==> config.mk <==
export PLATFORM = sky130hd
export DESIGN_NAME = dslt_lru_cell
export DESIGN_NICKNAME = d
export VERILOG_FILES = /design/src/rtl/dslt_pkg.sv /design/src/rtl/dslt_lru_cell.sv
export SDC_FILE = /design/constraint.sdc
export NUM_CORES = 1
export LEC_CHECK = 0
export BUFFER_PORTS_ARGS = -buffer_cell sky130_fd_sc_hd__buf_2
export CAP_MARGIN = 20
export CORE_UTILIZATION = 36
export DETAILED_ROUTE_END_ITERATION = 8
export PLACE_DENSITY = 0.83
export SLEW_MARGIN = 20
export SYNTH_ARGS = -nofsm -noshare
export SYNTH_HDL_FRONTEND = slang
export SYNTH_SLANG_ARGS = --single-unit
==> constraint.sdc <==
create_clock -name aclk -period 1.6 [get_ports aclk]
set_input_delay 0.32 -clock aclk [delete_from_list [all_inputs] [get_ports aclk]]
set_output_delay 0.32 -clock aclk [all_outputs]
set_load 0.1 [all_outputs]
==> src/rtl/dslt_pkg.sv <==
// Shared types and constants for the descriptor slot LRU table.
`default_nettype none

package dslt_pkg;

    localparam int DESC_W  = 31;
    localparam int FIELD_W = 6;

    typedef struct packed {
        logic signed [31:0] descriptor;
        logic               is_socket;
        logic               install_ok;
    } in_item_t;

    typedef struct packed {
        logic               mapped;
        logic [FIELD_W-1:0] slot;
        logic               hit;
        logic               install_req;
        logic [FIELD_W-1:0] install_slot;
        logic               clear_req;
        logic [FIELD_W-1:0] clear_slot;
        logic [DESC_W-1:0]  cleared_descriptor;
    } out_item_t;

    typedef enum logic [2:0] {
        ST_IDLE   = 3'b001,
        ST_LOOKUP = 3'b010,
        ST_UPDATE = 3'b100
    } state_t;

    // Recency chain operations, broadcast to every cell.
    typedef enum logic [2:0] {
        CELL_HOLD,
        CELL_INSERT,
        CELL_MOVE_FRONT,
        CELL_REMOVE,
        CELL_DROP_LAST
    } cell_op_t;

    typedef struct packed {
        cell_op_t op;
        logic     cmp_en;
    } lru_ctrl_t;

    // Free slot stack operations.
    typedef enum logic [1:0] {
        FREE_HOLD,
        FREE_POP,
        FREE_PUSH
    } free_op_t;

endpackage

`default_nettype wire

==> src/rtl/dslt_lru_cell.sv <==
// One recency position of the LRU chain: occupancy, slot number and descriptor.
`default_nettype none

module dslt_lru_cell #(
    parameter int SLOT_W = 6
) (
    input  wire                            aclk,
    input  wire                            aresetn,
    input  dslt_pkg::lru_ctrl_t            ctrl,
    input  wire  [dslt_pkg::DESC_W-1:0]    key,
    input  wire                            is_last,
    input  wire                            left_occ,
    input  wire  [SLOT_W-1:0]              left_slot,
    input  wire  [dslt_pkg::DESC_W-1:0]    left_desc,
    input  wire                            right_occ,
    input  wire  [SLOT_W-1:0]              right_slot,
    input  wire  [dslt_pkg::DESC_W-1:0]    right_desc,
    input  wire                            seen_in,
    input  wire  [SLOT_W-1:0]              sel_in,
    output logic                           seen_out,
    output logic [SLOT_W-1:0]              sel_out,
    output logic                           match,
    output logic                           occ,
    output logic [SLOT_W-1:0]              slot,
    output logic [dslt_pkg::DESC_W-1:0]    desc
);

    logic                        occ_reg,  occ_next;
    logic [SLOT_W-1:0]           slot_reg, slot_next;
    logic [dslt_pkg::DESC_W-1:0] desc_reg, desc_next;
    logic                        match_reg;

    always_comb begin
        occ_next  = occ_reg;
        slot_next = slot_reg;
        desc_next = desc_reg;
        case (ctrl.op)
            dslt_pkg::CELL_INSERT: begin
                occ_next  = left_occ;
                slot_next = left_slot;
                desc_next = left_desc;
            end
            dslt_pkg::CELL_MOVE_FRONT: begin
                // positions up to and including the hit shift back by one
                if (!seen_in) begin
                    occ_next  = left_occ;
                    slot_next = left_slot;
                    desc_next = left_desc;
                end
            end
            dslt_pkg::CELL_REMOVE: begin
                // close the gap from the matched position on
                if (seen_in || match_reg) begin
                    occ_next  = right_occ;
                    slot_next = right_slot;
                    desc_next = right_desc;
                end
            end
            dslt_pkg::CELL_DROP_LAST: begin
                if (is_last) begin
                    occ_next = 1'b0;
                end
            end
            default: begin
            end
        endcase
    end

    always_ff @(posedge aclk) begin
        if (!aresetn) begin
            occ_reg   <= 1'b0;
            match_reg <= 1'b0;
        end else begin
            occ_reg <= occ_next;
            if (ctrl.cmp_en) begin
                match_reg <= occ_reg && (desc_reg == key);
            end
        end
    end

    always_ff @(posedge aclk) begin
        slot_reg <= slot_next;
        desc_reg <= desc_next;
    end

    assign seen_out = seen_in | match_reg;
    assign sel_out  = sel_in | (match_reg ? slot_reg : '0);
    assign match    = match_reg;
    assign occ      = occ_reg;
    assign slot     = slot_reg;
    assign desc     = desc_reg;

endmodule

`default_nettype wire

== After elaboration in Yosys (flattened, before gate mapping) ==
Index checks and enable logic that the tools add are counted.

* Bits in registers: 39
* Output and inout port bits: 46
* Input port bits: 121
* Logic and storage cells: 31

* Bitwise operators: 2
* Reductions and logical operators: 6
* Equality and inequality tests: 8
* Muxes and demuxes: 11

{| class="wikitable"
|+ Operators with widths
! cell !! count
|-
| one-hot mux 31 bit (3 select lines) || 1
|-
| 2-to-1 mux 31 bit || 2
|-
| equality test 31 bit || 1
|-
| 2-to-1 mux 6 bit || 3
|-
| one-hot mux 6 bit (3 select lines) || 1
|-
| equality test 3 x 2 -> 1 bit, second input constant || 2
|-
| != test 2 bit, second input constant || 3
|-
| bitwise OR 6 bit || 1
|-
| one-hot mux 1 bit (4 select lines) || 1
|-
| AND reduction 4 bit || 1
|-
| nonzero test 4 bit || 1
|-
| equality test 3 x 1 -> 1 bit, second input constant || 1
|-
| equality test 3 bit, second input constant || 1
|-
| 2-to-1 mux 1 bit || 3
|-
| AND reduction 3 bit || 1
|-
| nonzero test 3 bit || 1
|-
| logical AND 1 bit || 1
|-
| logical OR 1 bit || 1
|-
| bitwise OR 1 bit || 1
|}

== Depth between registers and ports, before layout ==
* Depth in word-level cells: 3
* Gate-level depth with buffers: 5

== Least setup slack after synthesis ==
OpenSTA, ideal clock, no wires.

* Path type: register to register
* Start: reg match_reg (netlist: match)
* End: reg occ_reg (netlist: occ)
* Arrival time: 2.305 ns
* Slack: -0.825 ns
* Library setup time: 0.120 ns
* Path buffers: 0
* Clock period less this slack: 2.425 ns
* Required time: 1.480 ns
* Cell stages (with the launch flop): 6
* Path through: dfxtp_1 > or2_4 > o221a_4 > a41oi_2 > mux2i_1 > nor2b_1

* Cells in the longest elaborated chain, start to end: 3

{| class="wikitable"
|+ Ends and longest elaborated chain
! what !! line !! text
|-
| from (decl) || dslt_lru_cell.sv:31 || <nowiki>logic match_reg;</nowiki>
|-
| from (signal assigned) || dslt_lru_cell.sv:76 || <nowiki>match_reg <= occ_reg && (desc_reg == key);</nowiki>
|-
| logical OR 1 bit || dslt_lru_cell.sv:53 || <nowiki>if (seen_in || match_reg) begin</nowiki>
|-
| != test 2 bit (no source line) || n/a ||
|-
| AND reduction 4 bit (no source line) || n/a ||
|-
| to (signal assigned) || dslt_lru_cell.sv:74 || <nowiki>occ_reg <= occ_next;</nowiki>
|-
| to (decl) || dslt_lru_cell.sv:28 || <nowiki>logic occ_reg, occ_next;</nowiki>
|}

No other way between the ends.
A chain may end at the register's enable or synchronous reset.

== Final worst setup path ==
* Start: reg match_reg (netlist: match)
* End: out sel_out[3]

* Cells in the longest elaborated chain, start to end: 2

{| class="wikitable"
|+ Ends and longest elaborated chain
! what !! line !! text
|-
| 2-to-1 mux 6 bit || dslt_lru_cell.sv:87 || <nowiki>assign sel_out = sel_in | (match_reg ? slot_reg : '0);</nowiki>
|-
| bitwise OR 6 bit || dslt_lru_cell.sv:87 ||
|-
| to (decl) || dslt_lru_cell.sv:21 || <nowiki>output logic [SLOT_W-1:0] sel_out,</nowiki>
|}

No other way between the ends.

==> impl_metrics.csv <==
group,metric,value,unit
status,status,"finished, final reports clean",
synthesis,synth_cell_types,24,
die,fp.dieH,78.5,um
finish,n_fill_cell,489,
detailed_routing,wl_per_cell,13.5,um
worst_setup_path,slowest_delay,0.41,ns
detailed_routing,routed_wl,5280,um
timing,report.final.hold_viol_count,0,
hold_path,hold_start,"aresetn",
detailed_routing,drc,0,
synthesis,synth_xor_area_share,12.9,%
worst_setup_path,reg2regPathDepth,5,
cts,clk_latency,0.29,ns
worst_setup_path,crit_type,"reg -> out",
cts,cts_setup_buffers,0,
placement,globalplace.congestion,0.774,
detailed_routing,num_vias,1820,
finish,syn2layout_area_growth,49.9,%
cts,htree_levels,2,
synthesis,async_flop_share,0,%
hold_path,worstHoldPathCells,2,
worst_setup_path,crit_chain,"a21o_2 -> buf_2",
timing,fin_crit_sh,97.0,%
worst_setup_path,r2r_slack,0.15,ns
finish,largest_reg_flops,31,
cts,cts.path.max_buffers,2,
cts,cts_made_buffers,5,
cts,clk_pin_slew,0.07,ns
hold_path,whs_endpoint,"occ",
hold_path,hp-class,"in -> reg",
timing,fin_skew,0.00416,ns
cts,cts_tree,"yes",
finish,fin_util,56.6,%
placement,hpwlAfterDp,4280,um
grt,grt_pass1_wl,8020,um
finish,finalNetCount,438,
detailed_routing,viasPerCell,4.67,
synthesis,synth-compound-area-share,5.41,%
timing,fin_crit,1.55,ns
synthesis,synth_seq_cells,39,
timing,final_max_slew_viol_count,0,
die,die_w,78.5,um
synthesis,synth.cell_area,2110,um2
timing,tightest_slew,0.507,ns
detailed_routing,dr.pass1.iters,4,
worst_setup_path,crit_family,"buffers and inverters",
synthesis,synthFlopType,"edfxtp_1",
worst_setup_path,r2r_end,"occ",
cts,cts_root_buf,"clkbuf_8",
finish,n_antenna_cell,0,
pwr,p_leak,1.43,nW
synthesis,synth_top_cell_by_area,"edfxtp_1",
cts,clock_sinks,39,
synthesis,postSynthAreaPerCell,14.5,um2
grt,grt_start_max_net_pins,39,
worst_setup_path,worstPathMaxFanout,9,
die,num_io_pins,167,
die,num_rows,27,
synthesis,yosys_warnings,0,
die,dieArea,6160,um2
job,cap_violations,0,
grt,grt_pass1_vias,1814,
pwr,ir_drop,0.000532,V
die,coreArea,5570,um2
synthesis,yosys.area.top_type_share,52.8,%
synthesis,synth_fp_nets,266,
grt,antenna_found_initial,0,
detailed_routing,drtIter0Drc,14,
synthesis,synth.area.mux_share,20.3,%
die,start_util,37.8,%
synthesis,yosysSeqAreaShare,54.7,%
worst_setup_path,cp-start-kind,"register",
finish,layout-drive-gt1-share,70.1,%
grt,overflow,0,
cts,cts_hold_buffers,0,
synthesis,ys_top_cells_by_area,"edfxtp_1 (53%), mux2_2 (20%), xnor2_1 (8.7%)",
pwr,pwr_density_cell,1040,nW/um2
cts,post_cts_resized,0,
timing,finalSetupViolCount,0,
synthesis,synth_fa_ha_area_share,0,%
synthesis,synth_edf_count,37,
synthesis,syn_inst,145,
timing,rsz0062_at_grt,"no",
worst_setup_path,critPathRequiredTime,1.28,ns
worst_setup_path,cp.arrival,1.23,ns
worst_setup_path,reg2reg_from,"match",
timing,setup-tns-final,0,ns
synthesis,synth_top_family_by_area,"multiplexers",
worst_setup_path,crit_buf_inv,1,
placement,io_buffers,166,
synthesis,synth_commonest_cells,"edfxtp_1 (37), mux2_2 (37), xnor2_1 (21)",
worst_setup_path,cpMaxStageDelayCell,"buf_2",
grt,grt_util_all_layers,17.3,%
detailed_routing,ant_nets,0,
worst_setup_path,crit_path_end_kind,"output pin",
synthesis,synthSimpleGateAreaFrac,5.29,%
timing,clock.fmax,645,MHz
timing,slew_headroom,66.4,%
-- layout make-up --
type | count | area [um2] | area share [%]
Sequential cell | 39 | 1150 | 36.6
Multi-Input combinational cell | 99 | 923 | 29.3
Timing Repair Buffer | 169 | 868 | 27.5
Tap cell | 72 | 90.1 | 2.85
Clock buffer | 5 | 68.8 | 2.18
Clock inverter | 3 | 38.8 | 1.23
Inverter | 3 | 11.3 | 0.357
-- cell usage in the layout, fill, tap and decap left out, types with 2 or more instances in the layout --
master,n
a21o_2,6
buf_2,165
xor2_1,10
buf_4,2
nor4_1,4
xnor2_1,21
edfxtp_1,37
inv_1,3
clkbuf_8,5
mux2_2,37
nand4_1,6
nor2b_1,2
-- how the worst max path moves through the flow --
| stage | from | endpoint | slack [ns] | depth (start not counted) |
|---|---|---|---|---|
| after floorplan | match | occ | -0.29 | 5 |
| after global placement | key[18] | match | 0.13 | 6 |
| after detailed placement | ctrl[2] | desc[8] | 0.12 | 4 |
| after CTS | match | seen_out | 0.03 | 2 |
| after global routing | match | sel_out[3] | 0.009 | 2 |
| final | match | sel_out[3] | 0.05 | 2 |
-- logic make-up after synthesis --
logic type      after synthesis
xor+xnor                     31
compound gates               12
simple gates                 18
buf+inv                       7
mux                          38
flops                        39
-- power by group --
group          internal, W  leakage (nW)  switching [W]  total, W
sequential         0.00122         0.366      0.0000548   0.00128
clock             0.000456        0.0556       0.000336  0.000792
combinational     0.000311          1.01       0.000887   0.00120
-- through the flow --
stage / cells / hold WS (ns) / power (W) / setup WS (ns) / area [um2]
floorplan: 145 / 0.448 / 0.00221 / -0.291 / 2110
global placement: 382 / 0.541 / 0.00249 / 0.125 / 3050
detailed placement: 382 / 0.554 / 0.00251 / 0.119 / 3050
CTS: 390 / 0.262 / 0.00331 / 0.0258 / 3150
global route: 390 / 0.275 / 0.00339 / 0.00870 / 3160
finish: 390 / 0.264 / 0.00327 / 0.0485 / 3160
-- per-layer routing --
layer	part of all wire (%)	vias up	routed length (um)	global-route usage, %
li1	-	890	-	-
met4	1.7	0	88	7.04
met3	6.7	10	353	4.65
met5	0	-	0	0
met1	37	827	1930	16.5
met2	55	93	2910	34.2
Note: power is estimated with default switching activity, not from simulation.
