**src/rtl/dslt_pkg.sv**
```systemverilog
// Shared types and constants for the descriptor slot LRU table.
`default_nettype none

package dslt_pkg;

    localparam int DESC_W  = 31;
    localparam int FIELD_W = 6;

    typedef struct packed {
        logic signed [31:0] descriptor;
        logic               is_socket;
        logic               install_ok;
    } in_item_t;

    typedef struct packed {
        logic               mapped;
        logic [FIELD_W-1:0] slot;
        logic               hit;
        logic               install_req;
        logic [FIELD_W-1:0] install_slot;
        logic               clear_req;
        logic [FIELD_W-1:0] clear_slot;
        logic [DESC_W-1:0]  cleared_descriptor;
    } out_item_t;

    typedef enum logic [2:0] {
        ST_IDLE   = 3'b001,
        ST_LOOKUP = 3'b010,
        ST_UPDATE = 3'b100
    } state_t;

    // Recency chain operations, broadcast to every cell.
    typedef enum logic [2:0] {
        CELL_HOLD,
        CELL_INSERT,
        CELL_MOVE_FRONT,
        CELL_REMOVE,
        CELL_DROP_LAST
    } cell_op_t;

    typedef struct packed {
        cell_op_t op;
        logic     cmp_en;
    } lru_ctrl_t;

    // Free slot stack operations.
    typedef enum logic [1:0] {
        FREE_HOLD,
        FREE_POP,
        FREE_PUSH
    } free_op_t;

endpackage

`default_nettype wire

```
**src/rtl/dslt_free_cell.sv**
```systemverilog
// One entry of the shift-register free slot stack.
`default_nettype none

module dslt_free_cell #(
    parameter int SLOT_W = 6
) (
    input  wire                     aclk,
    input  wire                     aresetn,
    input  dslt_pkg::free_op_t      op,
    input  wire  [SLOT_W-1:0]       init_slot,
    input  wire  [SLOT_W-1:0]       left_val,
    input  wire  [SLOT_W-1:0]       right_val,
    output logic [SLOT_W-1:0]       val
);

    logic [SLOT_W-1:0] val_reg, val_next;

    always_comb begin
        val_next = val_reg;
        case (op)
            dslt_pkg::FREE_POP:  val_next = right_val;
            dslt_pkg::FREE_PUSH: val_next = left_val;
            default:             val_next = val_reg;
        endcase
    end

    always_ff @(posedge aclk) begin
        if (!aresetn) begin
            val_reg <= init_slot;
        end else begin
            val_reg <= val_next;
        end
    end

    assign val = val_reg;

endmodule

`default_nettype wire

```
**config.mk**
```make
export PLATFORM = sky130hd
export DESIGN_NAME = dslt_free_cell
export DESIGN_NICKNAME = d
export VERILOG_FILES = /design/src/rtl/dslt_pkg.sv /design/src/rtl/dslt_free_cell.sv
export SDC_FILE = /design/constraint.sdc
export NUM_CORES = 1
export LEC_CHECK = 0
export BUFFER_PORTS_ARGS = -buffer_cell sky130_fd_sc_hd__buf_2
export CAP_MARGIN = 20
export CORE_AREA = 2 2 39 41
export DETAILED_ROUTE_END_ITERATION = 16
export DIE_AREA = 0 0 41 43
export GPL_TIMING_DRIVEN = 0
export PLACE_DENSITY = 0.65
export SLEW_MARGIN = 20
export SYNTH_ARGS = -nofsm -noshare
export SYNTH_HDL_FRONTEND = slang
export SYNTH_SLANG_ARGS = --single-unit
```
**constraint.sdc**
```tcl
create_clock -name aclk -period 1.5 [get_ports aclk]
set_input_delay 0.3 -clock aclk [delete_from_list [all_inputs] [get_ports aclk]]
set_output_delay 0.3 -clock aclk [all_outputs]
set_load 0.1 [all_outputs]
```
# Word-level counts from Yosys, hierarchy flattened
# Cells that the tools add are included.
[classes] mux=2 eq_ne=3
[op_table] operator="6-bit case mux with 2 select lines" count=1
[op_table] operator="6-bit two-way mux" count=1
[op_table] operator="3-bit by 1-bit != test with 1-bit output (second input constant)" count=1
[op_table] operator="2-bit by 1-bit equality test with 1-bit output (second input constant)" count=1
[op_table] operator="2-bit equality test (second input constant)" count=1
[word_totals] out_inout_bits=6 regBits=6 word_cells=6 inputBits=22

# Depth between registers and ports, before layout
# Gate-level depths: netlist (run 1).
[depth] word_depth=3 ltp_mapped=4 depth_no_buf=2

# Least setup slack after synthesis (run 1)
# No wires, ideal clock.
[synth_path] path_type="reg-to-output" from="reg val_reg[0] (netlist: val[0])" to="out val[0]" path_stages_with_launch=1 arrival_ps=904 slack_ps=296 path_buffers=0 path_cell_list="edfxtp_1"
[synth_rtl] item="start, declared" line_no="dslt_free_cell.sv:16" rtl="logic [SLOT_W-1:0] val_reg, val_next;"
[synth_rtl] item="start signal, assigned" line_no="dslt_free_cell.sv:29" rtl="val_reg <= init_slot;"
[synth_rtl] item="start signal, assigned" line_no="dslt_free_cell.sv:31" rtl="val_reg <= val_next;"
[synth_rtl] item="end, declared" line_no="dslt_free_cell.sv:13" rtl="output logic [SLOT_W-1:0] val"
# No word-level cell between the ends.

# Worst setup path after layout (run 1)
[layout_path] from="reg val_reg[0] (netlist: val[0])" to="out val[0]"
# No word-level cell between the ends.

==> impl_metrics.py, run 1 <==
metrics = {
    "run_status": {
        "status": "completed",
    },
    "synth": {
        "synth_top_area_share": 0.4364,
        "ys_seq_area_frac": 0.4364,
        "yosys.area.top_type": "edfxtp_1",
        "syn_inst": 36,
        "synth_ff_type": "edfxtp_1",
        "synth_fp_nets": 58,
        "ys_top_cells_by_count": "nand2_1, edfxtp_1, nand2b_1, nand4b_1",
        "synth_edf_count": 6,
        "async_flop_share": 0,
        "yosys-top-cells-area": "edfxtp_1, nand4b_1, nand2b_1, o211ai_2, buf_6",
        "yosys_register_bits": 6,
        "syn-cell-area_um2": 412.9,
        "yosysWarningCount": 0,
        "ys_types": 9,
        "synthMostInstantiatedCell": "nand2_1",
        "syn-mean-instance-area_um2": 11.47,
    },
    "pwr": {
        "power.internal_mw": 0.3666,
        "power.leakage_nw": 0.2598,
        "power_density_nw_per_um2": 1109,
        "p_switching_mw": 0.2772,
        "power.total_mw": 0.6438,
        "combinationalPowerShare": 0.444,
        "vdd_drop_max_mv": 0.3078,
        "switching_share": 0.4305,
        "seq_power_share": 0.339,
        "pwr-share-clk": 0.217,
    },
    "floorplanning": {
        "die_h_um": 43,
        "rows": 14,
        "coreArea_um2": 1384,
        "die_area_um2": 1763,
        "initial_core_util": 0.2984,
        "die_w_um": 41,
        "ios": 28,
    },
    "placed_design": {
        "globalplace.congestion": 0.6776,
        "io_buffers": 25,
        "dp_hpwl_um": 725.2,
    },
    "clock_tree": {
        "cts_resized": 0,
        "cts_root_buf": "clkbuf_4",
        "h-tree-depth": 1,
        "max-clock-path-buffers": 2,
        "postCtsSetupRepairBufs": 0,
        "hold_buffers": 0,
        "tritoncts.num_buffers": 3,
        "cts_tree": "yes",
        "clkSinkCount": 6,
        "clk_pin_slew_worst_paths_ns": 0.04,
    },
    "global_routing": {
        "grt_pass1_wl_mm": 1.414,
        "grt.overflow.total": 0,
        "grt_start_max_net_pins": 11,
        "grt_pass1_vias": 363,
        "grt_usage": 0.1183,
        "antenna_found_initial": 0,
    },
    "timing": {
        "slew_headroom": 0.6788,
        "rsz0062_at_grt": "no",
        "timing.setup.tns_ns": 0,
        "finalHoldViolations": 0,
        "final.min_clock_period_ns": 1.269,
        "fin_crit_sh": 0.8460,
        "setup_viol": 0,
        "drv_slew": 0,
        "max_freq_mhz": 788.0,
        "max_slew.worst_pin.slew_ns": 0.4852,
    },
    "route": {
        "via_per_inst": 4.675,
        "wl_um": 849,
        "drt_pass1_iterations": 1,
        "vias": 374,
        "drtIter0Drc": 0,
        "post_drt_wl_per_cell_um": 10.61,
        "antenna_left": 0,
        "drc": 0,
    },
    "critical_path": {
        "arrival_ns": 0.97,
        "critPathCaptureType": "output port",
        "critPathTopFamily": "buffers and inverters",
        "cp_slowest_stage_delay_ns": 0.42,
        "worst-path-buf-inv": 1,
        "criticalPathCategory": "reg2out",
        "worstPathMaxFanout": 1,
        "crit_path_cell_trace": "buf_2",
        "start_kind": "flop",
        "crit_required_ns": 1.20,
        "cp_slowest_cell": "buf_2",
    },
    "layout": {
        "multi_input_area_um2": 198.9,
        "num_antenna_cells": 0,
        "nFillCells": 147,
        "layout.nets": 88,
        "drive_gt1_frac": 0.5469,
        "largest_reg_flops": 6,
        "areaGrowthSynthToFinish_pct": 40.61,
        "regArea_um2": 180.2,
    },
    "min_path": {
        "hp-class": "in2reg",
    },
    "flow_run": {
        "drv_cap": 0,
    },
}
-- layout by cell type (no fill, tap or decap) --
cell type	netlist	final
buf_2	0	25
edfxtp_1	6	6
nand2_1	7	7
o211ai_1	3	3
nor2b_4	1	1
o211ai_2	3	3
buf_6	3	3
nand4b_1	6	6
clkbuf_4	0	3
nand2b_1	6	6
xnor2_1	1	1
-- logic make-up after synthesis --
family | Yosys count | share of synthesized area
compound gates | 6 | 0.1455
simple gates | 20 | 0.3152
xor+xnor | 1 | 0.02122
buf+inv | 3 | 0.08181
flops | 6 | 0.4364
-- cell type report --
class	count	share of cell area
multi-input cells	27	0.3427
flip-flops and latches	6	0.3103
repair buffers	25	0.2155
plain buffers	3	0.05819
clock buffers	3	0.03879
well taps	16	0.03448
-- metal layers --
layer	GRT usage	share of wire	up-vias
met4	0.08000	0	0
li1	-	-	192
met2	0.1875	0.53	15
met1	0.1382	0.39	167
met5	0	0	-
met3	0.01571	0.079	0
-- power groups by stage --
stage	Sequential, mW	Clock, mW	Combinational, mW
2_1_floorplan	0.403	0	0.0511
3_3_place_gp	0.220	0	0.285
3_5_place_dp	0.222	0	0.287
4_1_cts	0.219	0.145	0.288
5_1_grt	0.223	0.150	0.300
6_report	0.219	0.140	0.286
-- path summary, 6_finish.rpt --
check,startpoint,to,slack [ns],depth (start not counted)
min,init_slot[3],val[3],0.36,3
max,val[0],val[0],0.23,1
-- through the flow --
stage               setup slack (ns)    util  hold slack [ns]  cells  instance area, µm²
floorplan                     0.2960       -           0.5027     36               412.9
global placement              0.3974  0.4033           0.5957     77               558.0
finish                        0.2309  0.4195           0.3559     80               580.6
CTS                           0.2159  0.4195           0.3535     80               580.6
detailed placement            0.3801  0.4033           0.6005     77               558.0
global route                  0.1844  0.4195           0.3796     80               580.6
No activity file was read; power rests on OpenSTA's default activity.
==> run 2, diff against run 1 <==
Clock period 1.5 ns to 1.18 ns, I/O delays scaled along.
==> impl_metrics.py, run 2 (same netlist as run 1, synthesis figures left out) <==
metrics = {
    "run_status": {
        "status": "completed",
    },
    "critical_path": {
        "critPathCaptureType": "output port",
        "worstPathMaxFanout": 1,
        "crit_required_ns": 0.94,
        "start_kind": "flop",
        "worst-path-buf-inv": 1,
        "crit_path_cell_trace": "buf_4",
        "path_depth": 1,
        "cp_slowest_stage_delay_ns": 0.32,
        "cp_slowest_cell": "edfxtp_1",
        "critPathTopFamily": "flip-flops",
        "arrival_ns": 0.84,
        "criticalPathCategory": "reg2out",
    },
    "layout": {
        "finalInstanceArea_um2": 595.6,
        "areaGrowthSynthToFinish_pct": 44.24,
        "layout.nets": 88,
        "final_cell_mix": "buf_2, nand2_1",
        "fin_cells": 80,
        "nFillCells": 145,
        "mostFrequentLayoutCell": "buf_2",
        "drive_gt1_frac": 0.5469,
        "largest_reg_flops": 6,
        "num_antenna_cells": 0,
    },
    "route": {
        "drt_pass1_iterations": 1,
        "drtIter0Drc": 0,
        "post_drt_wl_per_cell_um": 10.63,
        "via_per_inst": 4.675,
        "antenna_left": 0,
        "wl_um": 850,
        "drc": 0,
        "vias": 374,
    },
    "placed_design": {
        "io_buffers": 25,
        "dp.cells": 77,
        "placed_area_um2": 558.0,
        "dp_hpwl_um": 725.2,
        "pre_cts_ws_ns": 0.1241,
        "globalplace.congestion": 0.6776,
    },
    "global_routing": {
        "grt_usage": 0.1183,
        "antenna_found_initial": 0,
        "grt_pass1_wl_mm": 1.407,
        "grt.overflow.total": 0,
        "grt_pass1_vias": 360,
        "grt_start_max_net_pins": 11,
    },
    "pwr": {
        "power.total_mw": 0.8381,
        "combinationalPowerShare": 0.454,
        "p_switching_mw": 0.3539,
        "switching_share": 0.4223,
        "power_density_nw_per_um2": 1407,
        "seq_power_share": 0.334,
        "power.leakage_nw": 0.2646,
        "pwr-share-clk": 0.212,
        "vdd_drop_max_mv": 0.3987,
        "power.internal_mw": 0.4842,
    },
    "floorplanning": {
        "initial_core_util": 0.2984,
        "die_w_um": 41,
        "ios": 28,
        "die_area_um2": 1763,
        "die_h_um": 43,
        "coreArea_um2": 1384,
        "rows": 14,
    },
    "clock_tree": {
        "clkSinkCount": 6,
        "tritoncts.num_buffers": 3,
        "max-clock-path-buffers": 2,
        "cts_tree": "yes",
        "cts_root_buf": "clkbuf_4",
        "postCtsSetupRepairBufs": 0,
        "clk_pin_slew_worst_paths_ns": 0.04,
        "h-tree-depth": 1,
    },
    "timing": {
        "setup_viol": 0,
        "timing.setup.tns_ns": 0,
        "final.min_clock_period_ns": 1.080,
        "rsz0062_at_grt": "no",
        "setup_ws_ns": 0.09965,
        "fin_crit_sh": 0.9155,
        "drv_slew": 0,
        "max_slew.worst_pin.slew_ns": 0.2778,
        "slew_headroom": 0.8163,
        "max_freq_mhz": 925.6,
        "finalHoldViolations": 0,
    },
    "min_path": {
        "hp-class": "in2reg",
        "whs_path_depth": 3,
    },
    "flow_run": {
        "drv_cap": 0,
    },
}
## run 2: layout make-up
cell class,instances,area (µm²),share of cell area
sequential,6,180.2,0.3025
clock buffer,3,22.52,0.03782
tap,16,20.02,0.03361
buffer,3,33.78,0.05672
timing repair buffer,25,140.1,0.2353
multi-input combinational,27,198.9,0.3340
## run 2: what timing repair did
action | CTS | global route
endpoints found under the setup margin | 6 | 0
endpoints found under the hold margin | 0 | 0
hold buffers | 0 | 0
gates resized for setup | 6 | 0
## run 2: power groups by stage
stage          clock, mW  sequential, mW  combinational [mW]
2_1_floorplan          0           0.512              0.0650
3_3_place_gp           0           0.280               0.362
3_5_place_dp           0           0.282               0.365
4_1_cts            0.184           0.280               0.383
5_1_grt            0.191           0.285               0.399
6_report           0.178           0.280               0.381
## run 2: path summary, 6_finish.rpt
path,startpoint,end,slack [ns]
worst max-delay path,val[0],val[0],0.1
worst min-delay path,init_slot[3],val[3],0.29
## run 2: metrics by stage
stage               hold WS [ns]  utilization
detailed placement        0.5365       0.4033
global route              0.3156       0.4304
finish                    0.2919       0.4304
CTS                       0.2895       0.4304
floorplan                 0.4387            -
global placement          0.5317       0.4033
## run 2: metal layers
layer  GRT usage  wire (µm)  vias to the layer above
li1            -          -                      192
met1      0.1382        325                      167
met2      0.1875        456                       15
met3     0.01571         68                        0
met4     0.08000          0                        0
met5           0          0                        -
==> run 3, diff against run 2 <==
Settings changed: PLACE_DENSITY 0.65 to 0.67, SETUP_SLACK_MARGIN set to 0.2.
Clock period 1.18 ns to 0.95 ns, I/O delays scaled along.
==> impl_metrics.py, run 3 (same netlist as run 1, synthesis figures left out) <==
metrics = {
    "timing": {
        "fin_crit_sh": 1.057,
        "setup_ws_ns": -0.05431,
        "finalHoldViolations": 0,
        "rsz0062_at_grt": "yes",
        "setup_viol": 6,
        "drv_slew": 0,
        "slew_headroom": 0.8669,
        "final.min_clock_period_ns": 1.004,
        "timing.setup.tns_ns": -0.3080,
        "max_freq_mhz": 995.7,
        "max_slew.worst_pin.slew_ns": 0.1993,
        "whs_ns": 0.2446,
    },
    "global_routing": {
        "grt_pass1_vias": 399,
        "antenna_found_initial": 0,
        "grt_start_max_net_pins": 11,
        "grt.overflow.total": 0,
        "grt_pass1_wl_mm": 1.531,
        "grt_usage": 0.1261,
    },
    "route": {
        "vias": 388,
        "wl_met2_um": 441,
        "drc": 0,
        "dr.max_layer_used": "met4",
        "post_drt_wl_per_cell_um": 10.88,
        "met1_length_um": 328,
        "antenna_left": 0,
        "wl_um": 870,
        "drt_pass1_iterations": 3,
        "drtIter0Drc": 14,
        "via_per_inst": 4.850,
        "wl_met3_um": 76,
    },
    "flow_run": {
        "drv_cap": 0,
    },
    "floorplanning": {
        "ios": 28,
        "die_w_um": 41,
        "rows": 14,
        "die_area_um2": 1763,
        "coreArea_um2": 1384,
        "die_h_um": 43,
        "initial_core_util": 0.2984,
    },
    "critical_path": {
        "start_kind": "flop",
        "criticalPathCategory": "reg2out",
        "cp_slowest_cell": "edfxtp_1",
        "cp_slowest_stage_delay_ns": 0.37,
        "worst-path-buf-inv": 1,
        "worstPathMaxFanout": 1,
        "critPathTopFamily": "flip-flops",
        "crit_required_ns": 0.76,
        "crit_path_cell_trace": "buf_6",
        "critPathCaptureType": "output port",
        "arrival_ns": 0.81,
    },
    "pwr": {
        "vdd_drop_max_mv": 0.3876,
        "power.leakage_nw": 0.2889,
        "power_density_nw_per_um2": 1680,
        "power.total_mw": 1.108,
    },
    "run_status": {
        "violations": "negative setup slack",
        "status": "complete, but fails checks",
    },
    "clock_tree": {
        "max-clock-path-buffers": 2,
        "cts_root_buf": "clkbuf_4",
        "h-tree-depth": 1,
        "cts_tree": "yes",
        "tritoncts.num_buffers": 3,
        "postCtsSetupRepairBufs": 0,
        "cts_resized": 12,
        "hold_buffers": 0,
        "clk_pin_slew_worst_paths_ns": 0.04,
        "clkSinkCount": 6,
    },
    "layout": {
        "num_antenna_cells": 0,
        "areaGrowthSynthToFinish_pct": 59.70,
        "layout.nets": 88,
        "final_cell_mix": "buf_2, buf_6",
        "mostFrequentLayoutCell": "buf_2",
        "fin_cells": 80,
        "finish.utilization": 0.4765,
        "finalInstanceArea_um2": 659.4,
        "largest_reg_flops": 6,
        "drive_gt1_frac": 0.5781,
    },
    "placed_design": {
        "io_buffers": 25,
        "globalplace.congestion": 0.6675,
        "dp.cells": 77,
        "pre_cts_ws_ns": -0.02379,
        "placed_area_um2": 596.8,
        "dp_hpwl_um": 731.3,
    },
    "min_path": {
        "hp-class": "in2reg",
    },
}
[run 3: worst paths after layout]
kind	from	cells past startpoint	endpoint	slack [ns]
min	init_slot[4]	3	val[4]	0.24
max	val[3]	1	val[3]	-0.05
[run 3: final cells by class]
cell class	count	area (µm²)
clock buffer	3	22.52
tap	16	20.02
multi-input combinational	27	225.2
fill	137	724.4
buffer	3	46.29
timing repair buffer	25	165.2
sequential	6	180.2
[run 3: tightest hold or removal path: stages]
cell and delay, ns:
buf_2 0.07, nand2b_1 0.06, o211ai_2 0.06
[run 3: where the power goes]
group          internal [mW]  total [mW]  switching, mW
clock                  0.143       0.231         0.0884
sequential             0.340       0.355         0.0157
combinational          0.162       0.522          0.360
total                  0.644        1.11          0.464
[run 3: per-layer routing]
metal | global-route usage | up-vias
met5 | 0 | -
met3 | 0.01571 | 3
met4 | 0.08000 | 0
met1 | 0.1307 | 173
met2 | 0.2188 | 19
li1 | - | 193
